<file path="config.mk">
export PLATFORM = sky130hd
export DESIGN_NAME = ipv4_header_validator_flat
export DESIGN_NICKNAME = d
export VERILOG_FILES = /design/src/sv/ipv4hv_pkg.sv /design/src/sv/ipv4hv_req_if.sv /design/src/sv/ipv4hv_rsp_if.sv /design/src/sv/ipv4hv_acc.sv /design/src/sv/ipv4hv_verdict.sv /design/src/sv/ipv4_header_validator.sv /design/src/flat_wrapper.sv
export SDC_FILE = /design/constraint.sdc
export NUM_CORES = 1
export LEC_CHECK = 0
export BUFFER_PORTS_ARGS = -buffer_cell sky130_fd_sc_hd__buf_2
export CORE_MARGIN = 8
export CORE_UTILIZATION = 55
export CTS_CLUSTER_SIZE = 30
export DETAILED_ROUTE_END_ITERATION = 12
export PLACE_DENSITY = 0.75
export SETUP_SLACK_MARGIN = 0.02
export SLEW_MARGIN = 20
export SYNTH_ARGS = -nofsm -noshare
export SYNTH_HDL_FRONTEND = slang
export SYNTH_SLANG_ARGS = --single-unit
</file>
<file path="constraint.sdc">
create_clock -name clock -period 4.3 [get_ports clock]
set_input_delay 0 -clock clock [delete_from_list [all_inputs] [get_ports clock]]
set_output_delay 0 -clock clock [all_outputs]
set_load 0.03 [all_outputs]
</file>
<file path="src/sv/ipv4hv_pkg.sv">
// Shared types, constants and helpers for the IPv4 header validator.
`timescale 1ns / 1ps

package ipv4hv_pkg;

   localparam int CountWidth = 17;
   typedef logic [CountWidth-1:0] count_type;
   localparam count_type CountMax = '1;

   localparam logic [3:0] VersionNibble  = 4'h4;
   localparam count_type  MinHeaderBytes = count_type'(20);
   localparam int         EvilBit        = 15;
   localparam int         MfBit          = 13;
   localparam int         OffsetWidth    = 13;

   typedef enum logic [3:0] {
      ERR_NONE,
      ERR_SHORT,
      ERR_VERSION,
      ERR_IHL_SMALL,
      ERR_IHL_LONG,
      ERR_LENGTH,
      ERR_EVIL,
      ERR_FRAGMENT,
      ERR_CHECKSUM
   } error_type;

   // Packet fields as they stand after the current byte has been taken in.
   typedef struct packed {
      count_type   count;
      logic [7:0]  version_ihl;
      logic [15:0] total_length;
      logic [15:0] flags_fragment;
      logic [15:0] checksum;
   } fields_type;

   // Ones'-complement add with end-around carry.
   function automatic logic [15:0] ones_add(input logic [15:0] a, input logic [15:0] b);
      logic [16:0] s;
      s = {1'b0, a} + {1'b0, b};
      return s[15:0] + {15'b0, s[16]};
   endfunction

endpackage

</file>
<file path="src/sv/ipv4hv_req_if.sv">
// Byte channel into the validator: valid/ready with packet byte and end flag.
`timescale 1ns / 1ps

interface ipv4hv_req_if;
   logic       valid;
   logic       ready;
   logic [7:0] data_byte;
   logic       last_byte;

   modport source (output valid, output data_byte, output last_byte, input ready);
   modport sink   (input valid, input data_byte, input last_byte, output ready);
endinterface

</file>
<file path="src/sv/ipv4hv_rsp_if.sv">
// Verdict channel out of the validator: valid/ready with good flag and error code.
`timescale 1ns / 1ps

interface ipv4hv_rsp_if;
   logic       valid;
   logic       ready;
   logic       packet_good;
   logic [3:0] error_code;

   modport source (output valid, output packet_good, output error_code, input ready);
   modport sink   (input valid, input packet_good, input error_code, output ready);
endinterface

</file>
<file path="src/sv/ipv4hv_acc.sv">
// Per-packet state: byte count, captured header fields and running header checksum.
`timescale 1ns / 1ps

module ipv4hv_acc (
   input  logic                   clock,
   input  logic                   reset,
   input  logic                   step_valid,
   input  logic [7:0]             data_byte,
   input  logic                   last_byte,
   output ipv4hv_pkg::fields_type fields
);

   ipv4hv_pkg::count_type count_ff, count_in;
   logic [7:0]  vihl_ff, vihl_in;
   logic [15:0] len_ff, len_in;
   logic [15:0] flags_ff, flags_in;
   logic [15:0] csum_ff, csum_in;
   logic [7:0]  pend_ff, pend_in;
   logic [5:0]  hdr_bytes;
   logic        in_header;

   always_comb begin
      vihl_in  = (count_ff == ipv4hv_pkg::count_type'(0)) ? data_byte : vihl_ff;
      len_in   = len_ff;
      flags_in = flags_ff;
      if (count_ff == ipv4hv_pkg::count_type'(2)) len_in[15:8] = data_byte;
      if (count_ff == ipv4hv_pkg::count_type'(3)) len_in[7:0] = data_byte;
      if (count_ff == ipv4hv_pkg::count_type'(6)) flags_in[15:8] = data_byte;
      if (count_ff == ipv4hv_pkg::count_type'(7)) flags_in[7:0] = data_byte;

      hdr_bytes = {vihl_in[3:0], 2'b00};
      in_header = count_ff < ipv4hv_pkg::count_type'(hdr_bytes);
      pend_in   = (in_header && !count_ff[0]) ? data_byte : pend_ff;
      csum_in   = (in_header && count_ff[0]) ?
                  ipv4hv_pkg::ones_add(csum_ff, {pend_ff, data_byte}) : csum_ff;

      count_in = (count_ff == ipv4hv_pkg::CountMax) ? count_ff : count_ff + 1'b1;

      fields.count          = count_in;
      fields.version_ihl    = vihl_in;
      fields.total_length   = len_in;
      fields.flags_fragment = flags_in;
      fields.checksum       = csum_in;
   end

   always_ff @(posedge clock) begin
      if (reset || (step_valid && last_byte)) begin
         count_ff <= '0;
         vihl_ff  <= '0;
         len_ff   <= '0;
         flags_ff <= '0;
         csum_ff  <= '0;
         pend_ff  <= '0;
      end else if (step_valid) begin
         count_ff <= count_in;
         vihl_ff  <= vihl_in;
         len_ff   <= len_in;
         flags_ff <= flags_in;
         csum_ff  <= csum_in;
         pend_ff  <= pend_in;
      end
   end

   a_restart_after_last: assert property (@(posedge clock) disable iff (reset)
      step_valid && last_byte |=> count_ff == '0 && csum_ff == '0)
      else $error("packet state not cleared after last byte");

   a_count_saturates: assert property (@(posedge clock) disable iff (reset)
      step_valid && !last_byte && count_ff == ipv4hv_pkg::CountMax |=>
      count_ff == ipv4hv_pkg::CountMax)
      else $error("byte count wrapped");

endmodule

</file>
<file path="src/sv/ipv4hv_verdict.sv">
// Ordered header checks and the result register that drives the verdict channel.
`timescale 1ns / 1ps

module ipv4hv_verdict (
   input  logic                   clock,
   input  logic                   reset,
   input  logic                   load,
   input  ipv4hv_pkg::fields_type fields,
   ipv4hv_rsp_if.source           rsp_chan
);

   ipv4hv_pkg::error_type code_in, code_ff;
   logic                  valid_ff;
   logic [5:0]            hdr_bytes;
   ipv4hv_pkg::count_type hdr_count;

   always_comb begin
      hdr_bytes = {fields.version_ihl[3:0], 2'b00};
      hdr_count = ipv4hv_pkg::count_type'(hdr_bytes);
      if (fields.count < ipv4hv_pkg::MinHeaderBytes)
         code_in = ipv4hv_pkg::ERR_SHORT;
      else if (fields.version_ihl[7:4] != ipv4hv_pkg::VersionNibble)
         code_in = ipv4hv_pkg::ERR_VERSION;
      else if (hdr_count < ipv4hv_pkg::MinHeaderBytes)
         code_in = ipv4hv_pkg::ERR_IHL_SMALL;
      else if (hdr_count > fields.count)
         code_in = ipv4hv_pkg::ERR_IHL_LONG;
      else if (ipv4hv_pkg::count_type'(fields.total_length) != fields.count)
         code_in = ipv4hv_pkg::ERR_LENGTH;
      else if (fields.flags_fragment[ipv4hv_pkg::EvilBit])
         code_in = ipv4hv_pkg::ERR_EVIL;
      else if (fields.flags_fragment[ipv4hv_pkg::MfBit] ||
               (fields.flags_fragment[ipv4hv_pkg::OffsetWidth-1:0] != '0))
         code_in = ipv4hv_pkg::ERR_FRAGMENT;
      else if (fields.checksum != 16'hFFFF)
         code_in = ipv4hv_pkg::ERR_CHECKSUM;
      else
         code_in = ipv4hv_pkg::ERR_NONE;
   end

   always_ff @(posedge clock) begin
      if (reset) begin
         valid_ff <= 1'b0;
      end else if (load) begin
         valid_ff <= 1'b1;
      end else if (rsp_chan.ready) begin
         valid_ff <= 1'b0;
      end
      if (load) code_ff <= code_in;
   end

   assign rsp_chan.valid       = valid_ff;
   assign rsp_chan.error_code  = code_ff;
   assign rsp_chan.packet_good = (code_ff == ipv4hv_pkg::ERR_NONE);

   a_no_overwrite: assert property (@(posedge clock) disable iff (reset)
      valid_ff && !rsp_chan.ready |-> !load)
      else $error("pending verdict overwritten");

   a_code_range: assert property (@(posedge clock) disable iff (reset)
      valid_ff |-> code_ff <= ipv4hv_pkg::ERR_CHECKSUM)
      else $error("verdict code out of range");

endmodule

</file>
<file path="src/sv/ipv4_header_validator.sv">
// Top level of the IPv4 header validator: input register, packet state, verdict.
// A byte taken into the input register is folded into the packet state when it leaves
//   that register; for a last byte that same edge loads the verdict onto rsp_chan.
// Throughput: one byte per cycle; the verdict register stalls the input register
//   only when it still holds an untaken verdict and another last byte is waiting.
// Reset (synchronous, active high) empties both registers and clears packet state.
`timescale 1ns / 1ps

module ipv4_header_validator (
   input  logic         clock,
   input  logic         reset,
   ipv4hv_req_if.sink   req_chan,
   ipv4hv_rsp_if.source rsp_chan
);

   logic                   s1_valid_ff;
   logic [7:0]             s1_byte_ff;
   logic                   s1_last_ff;
   logic                   out_hold;
   logic                   s1_advance;
   logic                   take;
   ipv4hv_pkg::fields_type fields;

   assign out_hold       = rsp_chan.valid && !rsp_chan.ready;
   assign s1_advance     = s1_valid_ff && (!s1_last_ff || !out_hold);
   assign req_chan.ready = !s1_valid_ff || s1_advance;
   assign take           = req_chan.valid && req_chan.ready;

   always_ff @(posedge clock) begin
      if (reset) begin
         s1_valid_ff <= 1'b0;
      end else if (take) begin
         s1_valid_ff <= 1'b1;
      end else if (s1_advance) begin
         s1_valid_ff <= 1'b0;
      end
      if (take) begin
         s1_byte_ff <= req_chan.data_byte;
         s1_last_ff <= req_chan.last_byte;
      end
   end

   ipv4hv_acc u_acc (
      .clock      (clock),
      .reset      (reset),
      .step_valid (s1_advance),
      .data_byte  (s1_byte_ff),
      .last_byte  (s1_last_ff),
      .fields     (fields)
   );

   ipv4hv_verdict u_verdict (
      .clock    (clock),
      .reset    (reset),
      .load     (s1_advance && s1_last_ff),
      .fields   (fields),
      .rsp_chan (rsp_chan)
   );

   a_stalled_last_holds: assert property (@(posedge clock) disable iff (reset)
      s1_valid_ff && s1_last_ff && out_hold |=> s1_valid_ff && s1_last_ff)
      else $error("stalled last byte dropped");

   a_verdict_follows_last: assert property (@(posedge clock) disable iff (reset)
      $rose(rsp_chan.valid) |-> $past(s1_valid_ff && s1_last_ff))
      else $error("verdict without last byte");

   a_good_matches_code: assert property (@(posedge clock) disable iff (reset)
      rsp_chan.valid |-> rsp_chan.packet_good == (rsp_chan.error_code == ipv4hv_pkg::ERR_NONE))
      else $error("good flag disagrees with code");

endmodule

</file>
<file path="src/flat_wrapper.sv">
// flat-port wrapper written by rule: the top's interface ports become plain ports
module ipv4_header_validator_flat 
  (clock, reset, req_chan_valid, req_chan_data_byte, req_chan_last_byte, req_chan_ready, rsp_chan_valid, rsp_chan_packet_good, rsp_chan_error_code, rsp_chan_ready);
  ipv4hv_req_if req_chan_i ();
  ipv4hv_rsp_if rsp_chan_i ();
  input  logic clock;
  input  logic reset;
  input wire logic [$bits(req_chan_i.valid)-1:0] req_chan_valid;
  input wire logic [$bits(req_chan_i.data_byte)-1:0] req_chan_data_byte;
  input wire logic [$bits(req_chan_i.last_byte)-1:0] req_chan_last_byte;
  output wire logic [$bits(req_chan_i.ready)-1:0] req_chan_ready;
  output wire logic [$bits(rsp_chan_i.valid)-1:0] rsp_chan_valid;
  output wire logic [$bits(rsp_chan_i.packet_good)-1:0] rsp_chan_packet_good;
  output wire logic [$bits(rsp_chan_i.error_code)-1:0] rsp_chan_error_code;
  input wire logic [$bits(rsp_chan_i.ready)-1:0] rsp_chan_ready;
  assign req_chan_i.valid = req_chan_valid;
  assign req_chan_i.data_byte = req_chan_data_byte;
  assign req_chan_i.last_byte = req_chan_last_byte;
  assign req_chan_ready = req_chan_i.ready;
  assign rsp_chan_valid = rsp_chan_i.valid;
  assign rsp_chan_packet_good = rsp_chan_i.packet_good;
  assign rsp_chan_error_code = rsp_chan_i.error_code;
  assign rsp_chan_i.ready = rsp_chan_ready;
  ipv4_header_validator u_core (.clock(clock), .reset(reset), .req_chan(req_chan_i), .rsp_chan(rsp_chan_i));
endmodule
</file>
Yosys cells after proc, flatten, opt, wreduce, memory -nomap -nowiden. Cells that the tools add are included.

Register bits after elaboration: 96. Input bits: 13. Output and inout port bits: 7.

$add $sub $neg: 3. $lt $le $gt $ge: 4. Eq/ne operators: 8. Muxes and demuxes: 18. Reductions and logical operators: 24.

Operator list (number): two-way mux 8 bit (5); == test 17 x 2 -> 1 bit (second input constant) (2); == test 17 x 3 -> 1 bit (second input constant) (2); adder 16 x 16 -> 17 bit (1); adder 17 x 1 -> 17 bit (second input constant) (1); == test 17 bit (second input constant) (1); > comparator 6 x 17 -> 1 bit (1); zero test 17 bit (1); < comparator 17 x 5 -> 1 bit (second input constant) (1); < comparator 17 x 6 -> 1 bit (1); two-way mux 17 bit (1); inequality test 16 x 17 -> 1 bit (1); adder 16 x 1 -> 16 bit (1); two-way mux 16 bit (1); inequality test 16 bit (second input constant) (1); nonzero test 13 bit (1); two-way mux 3 bit (4); OR reduction 7 bit (1); logical AND 1 bit (6); < comparator 6 x 5 -> 1 bit (second input constant) (1); zero test 1 bit (5); zero test 4 bit (1); logical OR 1 bit (4); two-way mux 1 bit (4); other kinds (6) (9).

Depth between registers and ports, before layout. Gate-level depths: netlist of the first run.

Depth after elaboration: 13. Depth in mapped cells: 21.

Cells and area by module. From an unflattened synthesis of the first run, not the netlist that was laid out.

Cell total of the unflattened synthesis: 671. Area total of the unflattened synthesis: 6200.9 sq um.

Modules (own cells, without submodules): ipv4hv_acc (times used 1, cells each 575, area an instance 5197.5 sq um, seq. area each 1621.6 sq um); ipv4hv_verdict (times used 1, cells each 78, area an instance 653.1 sq um, seq. area each 140.1 sq um); ipv4_header_validator (times used 1, cells each 18, area an instance 350.3 sq um, seq. area each 290.3 sq um).

Least setup slack after synthesis of the first run. OpenSTA, ideal clock, no wires.

Kind: flip-flop to flip-flop. Start: register u_core.s1_byte_ff[0]. End: register u_core.u_verdict.code_ff[3] (netlist: u_core.u_verdict.rsp_chan.error_code[3]), data pin. Library setup time: 261 ps. Arrival: 4109 ps. Data required time: 4039 ps. Path slack: -69 ps. Cell stages (with the launch flop): 20. Path buffers: 0. Clock period less this slack: 4369 ps. Cells stage by stage: edfxtp_1 ha_1 fa_1 a211o_1 a211o_1 a2111oi_2 o31ai_1 a21oi_1 nor2b_1 o21ai_0 nand2b_1 ha_1 and3_1 and4b_1 xor2_1 nor3_1 nand3_1 nor4bb_1 o21ai_0 o311a_1.

Cells in the longest elaborated chain, start to end: 6.

RTL lines: start, declared (line ipv4_header_validator.sv:17) `logic [7:0] s1_byte_ff;`; start signal, assigned (line ipv4_header_validator.sv:38) `s1_byte_ff <= req_chan.data_byte;`; parallel branches: the longest is 6 deep, another holds adder 16 x 16 -> 17 bit; end signal, assigned (line ipv4hv_verdict.sv:49) `if (load) code_ff <= code_in;`; end, declared (line ipv4hv_verdict.sv:12) `ipv4hv_pkg::error_type code_in, code_ff;`.

Parallel ways; which one is timed is not known. A chain may end at the register's enable or synchronous reset.

Final worst setup path of the first run. Same ends and word-level chain as after synthesis.

==> results of run 1 <==
## worst register-to-register path: cells and delay by family, from the launching register on
family                   cells  cell delay (ns)
XOR/XNOR                     1             0.11
AND/OR/NAND/NOR              6             0.89
AO/OA/AOI/OAI                9             1.94
flip-flops                   1             0.40
adder cells (fa/ha/maj)      4             0.92
## per-stage QoR
step | setup WS (ns) | hold WS (ns)
4_1_cts | -0.281 | 0.149
3_3_place_gp | -0.265 | 0.176
5_1_grt | -0.427 | 0.217
2_1_floorplan | 0.0246 | 0.0691
3_5_place_dp | -0.372 | 0.179
6_report | -0.189 | 0.204
## report_power, final
part | switching, mW | leakage, nW | internal, mW
clock | 0.373 | 0.102 | 0.228
combinational | 0.164 | 2.07 | 0.116
sequential | 0.0141 | 0.785 | 0.918
total | 0.551 | 2.96 | 1.26
## flip-flops by register name (all words and copies together) (netlist names), 4 cells and up
register	flops
u_core.u_acc.csum_ff	16
u_core.u_acc.count_ff	17
u_core.u_acc.pend_ff	8
u_core.s1_byte_ff	8
u_core.u_acc.len_ff	16
u_core.u_verdict.rsp_chan.error_code	4
u_core.u_acc.vihl_ff	8
u_core.u_acc.flags_ff	15
## routing by layer
| metal | vias up | GRT usage (%) | routed length (um) |
|---|---|---|---|
| met5 | - | 0 | 0 |
| met4 | 0 | 11.5 | 626 |
| met3 | 46 | 3.79 | 1270 |
| met2 | 254 | 39.1 | 8450 |
| met1 | 2825 | 30.1 | 7520 |
| li1 | 2808 | - | - |
## Yosys cell counts (all sizes together) (4+ instances only)
| master | instances | area, um2 |
|---|---|---|
| and2 | 11 | 68.8 |
| o21ai | 11 | 55.1 |
| a31oi | 6 | 37.5 |
| xor2 | 24 | 210 |
| nor2b | 8 | 50.1 |
| a211oi | 17 | 128 |
| nor4 | 15 | 113 |
| nor3 | 18 | 95.1 |
| buf | 18 | 111 |
| o31ai | 4 | 30.0 |
| mux2i | 50 | 504 |
| or3 | 7 | 43.8 |
| inv | 13 | 48.8 |
| a211o | 5 | 43.8 |
| nand2b | 7 | 43.8 |
| xnor2 | 35 | 314 |
| nand4 | 18 | 113 |
| and3 | 13 | 81.3 |
| nand3 | 22 | 115 |
| nand2 | 84 | 315 |
| o21bai | 4 | 30.0 |
| ha | 24 | 300 |
| nand4b | 4 | 35.0 |
| a21oi | 55 | 275 |
| or2 | 7 | 43.8 |
| edfxtp | 13 | 390 |
| dfxtp | 82 | 1640 |
| nor2 | 88 | 333 |
| clkbuf | 27 | 101 |
## worst paths after layout
path / from / endpoint / slack [ns] / depth (start not counted)
worst max register to register: u_core.s1_byte_ff[0]$_DFFE_PP_ / u_core.u_verdict.rsp_chan.error_code[3]$_SDFFCE_PP0P_ / -0.19 / 20
worst min-delay path: req_chan_valid / u_core.s1_byte_ff[7]$_DFFE_PP_ / 0.20 / 3
worst min register to register: u_core.u_acc.len_ff[7]$_SDFFE_PP0P_ / u_core.u_acc.len_ff[7]$_SDFFE_PP0P_ / 0.46 / 2
worst max-delay path: u_core.s1_byte_ff[0]$_DFFE_PP_ / u_core.u_verdict.rsp_chan.error_code[3]$_SDFFCE_PP0P_ / -0.19 / 20
## final cells by class
cell class / count / area [um2] / area share (%)
flip-flops and latches: 95 / 2030 / 27.9
clock inverters: 7 / 72.6 / 0.997
well taps: 140 / 175 / 2.41
clock buffers: 9 / 124 / 1.70
repair buffers: 110 / 808 / 11.1
multi-input cells: 590 / 4020 / 55.2
inverters: 14 / 52.6 / 0.722
## cell families (layout without fill, tap and decap cells)
group	count (synthesis)	after routing	synth area share [%]
adder cells (fa/ha/maj)	25	25	5.19
AO/OA/AOI/OAI	136	136	14.6
AND/OR/NAND/NOR	317	317	25.8
XOR/XNOR	59	59	8.49
buffers and inverters	59	140	4.30
flip-flops	95	95	32.9
multiplexers	53	53	8.71
## what timing repair did
item	4_1_cts	5_1_grt
gates resized for setup	9	17
endpoints found under the hold margin	11	0
setup endpoints to repair	2	10
pin swaps	15	16
gates cloned	0	0
hold buffers	12	0
setup buffers	19	7
==> out/summary.txt, run 1 <==
status -> finished with violations
failing checks -> setup timing
Syn Nets -> 782
Mapped Area -> 0.00617 mm2
top-level port count -> 20
warnings from Yosys -> 0
Tcrit/Tclk final -> 104%
H-tree depth -> 3
P per Cell Area -> 249 mW/mm2
DR vias/cell -> 6.15
unrepaired setup endpoints after global routing -> yes
dpl cells -> 914
DR WL/cell -> 18.5 um
Total Wirelength -> 17900 um
initial antenna violation count -> 0
layout cells sized above 1 -> 19.2%
EDFF count, synth -> 13
Skew-Pair Late Insertion Delay -> 0.39 ns
IO Port Bufs -> 19
Initial Util -> 56.7%
row count -> 38
Worst-Margin Slew -> 0.992 ns
Final Hold Fails -> 0
Tmin final -> 4.49 ns
fin. max-slew vios -> 0
leakage -> 2.96 nW
Required @ worst endpoint -> 4.45 ns
Fillers -> 845
fin area -> 0.00728 mm2
Num CTS Buffers -> 9
Worst-path clk slew -> 0.11 ns
DR vias -> 5933
CP max FO -> 2
remaining global-route overflow -> 0
vias in the first global route -> 5664
CP endpoint kind -> register
DRC -> 0
critical-path cell list -> ha_2, fa_2, a211o_1, a211o_1, a2111oi_4, o31ai_2, a21oi_2, nor2b_1, o21ai_1, nand2b_1, ha_2, ha_4, o211ai_1, nand4b_1, or2_4, xnor2_2, nand3_1, nor4bb_1, o21ai_1, o311a_1
Synth Instances -> 744
Seq/Total Area, Yosys -> 32.9%
most common flop cell mapped by yosys -> dfxtp_1
Buf+Inv Stages, Crit Path -> 0
Antenna Cells -> 0
f_max -> 0.223 GHz
dpl cell area -> 0.00667 mm2
Slowest-stage cell, CP -> edfxtp_1
Max Buffers Root-to-Sink -> 2
CP peak stage delay -> 0.40 ns
CTS Root Cell -> clkbuf_8
CTS tree -> done
final setup fails -> 1
crit path kind -> register to register
Seq cells post-synth -> 95
CP top delay family -> compound AO/OA/AOI/OAI gates
ys async rst share -> 0%
Fin Clk Skew -> 0.0203 ns
Total GRT Usage -> 23.9%
CP Launch Type -> register
initial DRC count -> 537
commonest non-fill, non-tap cell in the layout -> nor2_1
commonest non-fill, non-tap cells in the layout -> nor2_1, nand2_1, dfxtp_1, buf_4, a21oi_1
# clock sinks -> 95
min-delay worst type -> primary input to register
setup TNS -> -0.189 ns
Die Y -> 122 um
Post-Layout Cell Count -> 965
Die Wd -> 122 um
largest net degree at the start of global routing -> 56
synthesized area per cell -> 8.30 um2
die area -> 0.0149 mm2
Layout Nets -> 858
core area -> 0.0109 mm2
layout overhead on the synthesized area -> 17.9%
Routed Antenna Nets -> 0
distinct cell type count after synthesis -> 77
final setup margin -> -0.189 ns
RD Place Congestion -> 0.918
Final Util -> 66.9%
Final HPWL DP -> 12200 um
First-pass DRT Iterations -> 6
Worst slew margin -> 33.6%
maximum vdd drop -> 0.247 mV
total of max-cap violations -> 0
CP arrival -> 4.64 ns
global-route wire length before repair -> 28200 um
Pwr Total -> 1.81 mW
No activity file was read; power rests on OpenSTA's default activity.
==> run 2: changes to the inputs <==
--- a/config.mk
+++ b/config.mk
@@ -10,7 +10,7 @@
 export CORE_UTILIZATION = 55
 export CTS_CLUSTER_SIZE = 30
 export DETAILED_ROUTE_END_ITERATION = 12
-export PLACE_DENSITY = 0.75
+export PLACE_DENSITY = 0.72
 export SETUP_SLACK_MARGIN = 0.02
 export SLEW_MARGIN = 20
 export SYNTH_ARGS = -nofsm -noshare
==> constraint.sdc (replaced) <==
create_clock -name clock -period 5.3 [get_ports clock]
set_input_delay 0 -clock clock [delete_from_list [all_inputs] [get_ports clock]]
set_output_delay 0 -clock clock [all_outputs]
set_load 0.03 [all_outputs]
==> run 2 against run 1 <==
  * The run now ends clean
  * Power down 21%
  * Flip-flop and latch count unchanged
  * Global-route usage down 1.4 points
  * Clock power down 21%
  * Critical path depth down 1
  * Final area down 9.2%
  * Sequential power down 19%
  * Cell count down 7.3%
  * Non-clock buffer count down 70
==> out/summary.txt, run 2 (same netlist as run 1, synthesis figures left out) <==
die area -> 0.0149 mm2 (unchanged)
CP peak stage delay -> 0.44 ns (+0.04 ns)
initial DRC count -> 402 (-25%)
Tmin final -> 4.93 ns (+0.439 ns)
Die Y -> 122 um (unchanged)
Num CTS Buffers -> 9 (unchanged)
largest registers -> u_core.u_acc.count_ff x17, u_core.u_acc.csum_ff x16, u_core.u_acc.len_ff x16
Worst-path clk slew -> 0.11 ns (about the same)
commonest non-fill, non-tap cells in the layout -> nor2_1, nand2_1, dfxtp_1, a21oi_1, mux2i_1
Initial Util -> 56.7% (unchanged)
global-route wire length before repair -> 26300 um (-6.8%)
Layout Nets -> 788 (-8.2%)
vias in the first global route -> 5194 (-8.3%)
Worst slew margin -> 38.2% (+4.6 points)
global routing usage on met3 -> 4.07% (+0.28 points)
CP endpoint kind -> register
min-delay worst type -> primary input to register
total of max-cap violations -> 0 (unchanged)
setup TNS -> 0 ns (+0.189 ns)
largest net degree at the start of global routing -> 60 (+7.1%)
top-level port count -> 20 (unchanged)
max reg flops -> 17 (unchanged)
Total Wirelength -> 16400 um (-8.3%)
Required @ worst endpoint -> 5.43 ns (+0.98 ns)
row count -> 38 (unchanged)
DR vias -> 5522 (-6.9%)
CTS tree -> done
Routed Antenna Nets -> 0 (unchanged)
Final Hold Fails -> 0 (unchanged)
leakage -> 2.56 nW (-13%)
DRC -> 0 (unchanged)
commonest non-fill, non-tap cell in the layout -> nor2_1
final setup fails -> 0 (-1)
f_max -> 0.203 GHz (-8.9%)
global routing's busiest layer -> met2
Final Util -> 60.7% (-6.2 points)
DR WL/cell -> 18.3 um (-1.2%)
crit path kind -> register to register
fin. max-slew vios -> 0 (unchanged)
remaining global-route overflow -> 0 (unchanged)
Die Wd -> 122 um (unchanged)
Worst-Margin Slew -> 0.923 ns (-0.0683 ns)
initial antenna violation count -> 0 (unchanged)
Fin Clk Skew -> 0.0101 ns (-0.0102 ns)
P per Cell Area -> 216 mW/mm2 (-13%)
layout cells sized above 1 -> 8.87% (-10 points)
# clock sinks -> 95 (unchanged)
met2 Use GR -> 35.9% (-3.2 points)
DR vias/cell -> 6.17 (+0.35%)
IO Port Bufs -> 19 (unchanged)
CTS Root Cell -> clkbuf_8
Tcrit/Tclk final -> 93.0% (-11 points)
met1 Track Usage GR -> 28.6% (-1.5 points)
Total GRT Usage -> 22.4% (-1.4 points)
layout overhead on the synthesized area -> 7.05%
First-pass DRT Iterations -> 4 (-2)
H-tree depth -> 3 (unchanged)
core area -> 0.0109 mm2 (unchanged)
Final HPWL DP -> 12000 um (-2.1%)
Top reg by flops -> u_core.u_acc.count_ff
fin area -> 0.00661 mm2 (-9.2%)
dpl cell area -> 0.00630 mm2 (-5.5%)
Max Buffers Root-to-Sink -> 2 (unchanged)
CP arrival -> 5.06 ns (+0.42 ns)
Antenna Cells -> 0 (unchanged)
CP Launch Type -> register
Skew-Pair Late Insertion Delay -> 0.38 ns (about the same)
maximum vdd drop -> 0.210 mV (-15%)
RD Place Congestion -> 0.949 (+3.4%)
status -> finished, final reports clean
Slowest-stage cell, CP -> fa_1
unrepaired setup endpoints after global routing -> no
post-CTS sizing -> 0 (-9)
CP max FO -> 3 (+1)
critical-path cell list -> ha_1, fa_1, a211o_1, a211o_1, a2111oi_2, o31ai_1, a21oi_1, nor2b_1, o21ai_0, nand2b_1, ha_1, and3_1, and4b_1, xor2_1, nor3_1, nand3_1, nor4bb_1, o21ai_0, o311a_1
run 2: cell types whose count changed in the layout (fill, tap and decap cells not counted), sizes merged:
cell / previous run / this run
buf: 98 / 28
clkinv: 5 / 3
clkbuf: 9 / 10
inv: 16 / 17
run 2: metrics by stage:
| step | setup slack, ns | total power, mW | hold slack, ns | instances |
|---|---|---|---|---|
| 3_5_place_dp | 0.473 | 0.955 | 0.178 | 867 |
| 5_1_grt | 0.176 | 1.48 | 0.178 | 895 |
| 4_1_cts | 0.453 | 1.43 | 0.150 | 895 |
| 3_3_place_gp | 0.540 | 0.950 | 0.177 | 867 |
| 6_report | 0.372 | 1.43 | 0.160 | 895 |
| 2_1_floorplan | 0.931 | 0.907 | 0.0691 | 744 |
run 2: repair_timing:
| action | CTS | global route |
|---|---|---|
| setup endpoints to repair | 0 | 0 |
| hold endpoints to repair | 11 | 0 |
| setup buffers | 0 | 0 |
| hold buffers | 12 | 0 |
run 2: area by class of cell:
type,count,area (um2)
inverters,14,52.6
fillers,958,4280
multi-input cells,590,3880
repair buffers,40,283
clock buffers,10,128
flip-flops and latches,95,2030
well taps,140,175
clock inverters,6,62.6
run 2: critical path: cells and delay by family, from the launching register on:
| family | cells | cell delay, ns |
|---|---|---|
| compound gates | 8 | 1.91 |
| flops | 1 | 0.42 |
| simple gates | 7 | 1.25 |
| xor+xnor | 1 | 0.18 |
| fa+ha+maj | 3 | 0.91 |
run 2: power by group:
group	internal (mW)	switching, mW	total (mW)
logic	0.0730	0.118	0.191
clock network	0.184	0.293	0.477
registers	0.745	0.0134	0.758
run 2: layer usage:
layer  vias up  wire length (um)
met1      2620              7370
met4         0               548
met2       193              7480
li1       2675                 -
met5         -                 0
met3        34               990
run 2: final timing paths:
check                                  startpoint                                                    end  slack [ns]  cells past startpoint
max                u_core.s1_byte_ff[0]$_DFFE_PP_  u_core.u_verdict.rsp_chan.error_code[3]$_SDFFCE_PP0P_        0.37                     19
min reg2reg  u_core.u_acc.len_ff[13]$_SDFFE_PP0P_                   u_core.u_acc.len_ff[13]$_SDFFE_PP0P_        0.46                      2
max reg2reg        u_core.s1_byte_ff[0]$_DFFE_PP_  u_core.u_verdict.rsp_chan.error_code[3]$_SDFFCE_PP0P_        0.37                     19
min                                req_chan_valid                         u_core.s1_byte_ff[7]$_DFFE_PP_        0.16                      3
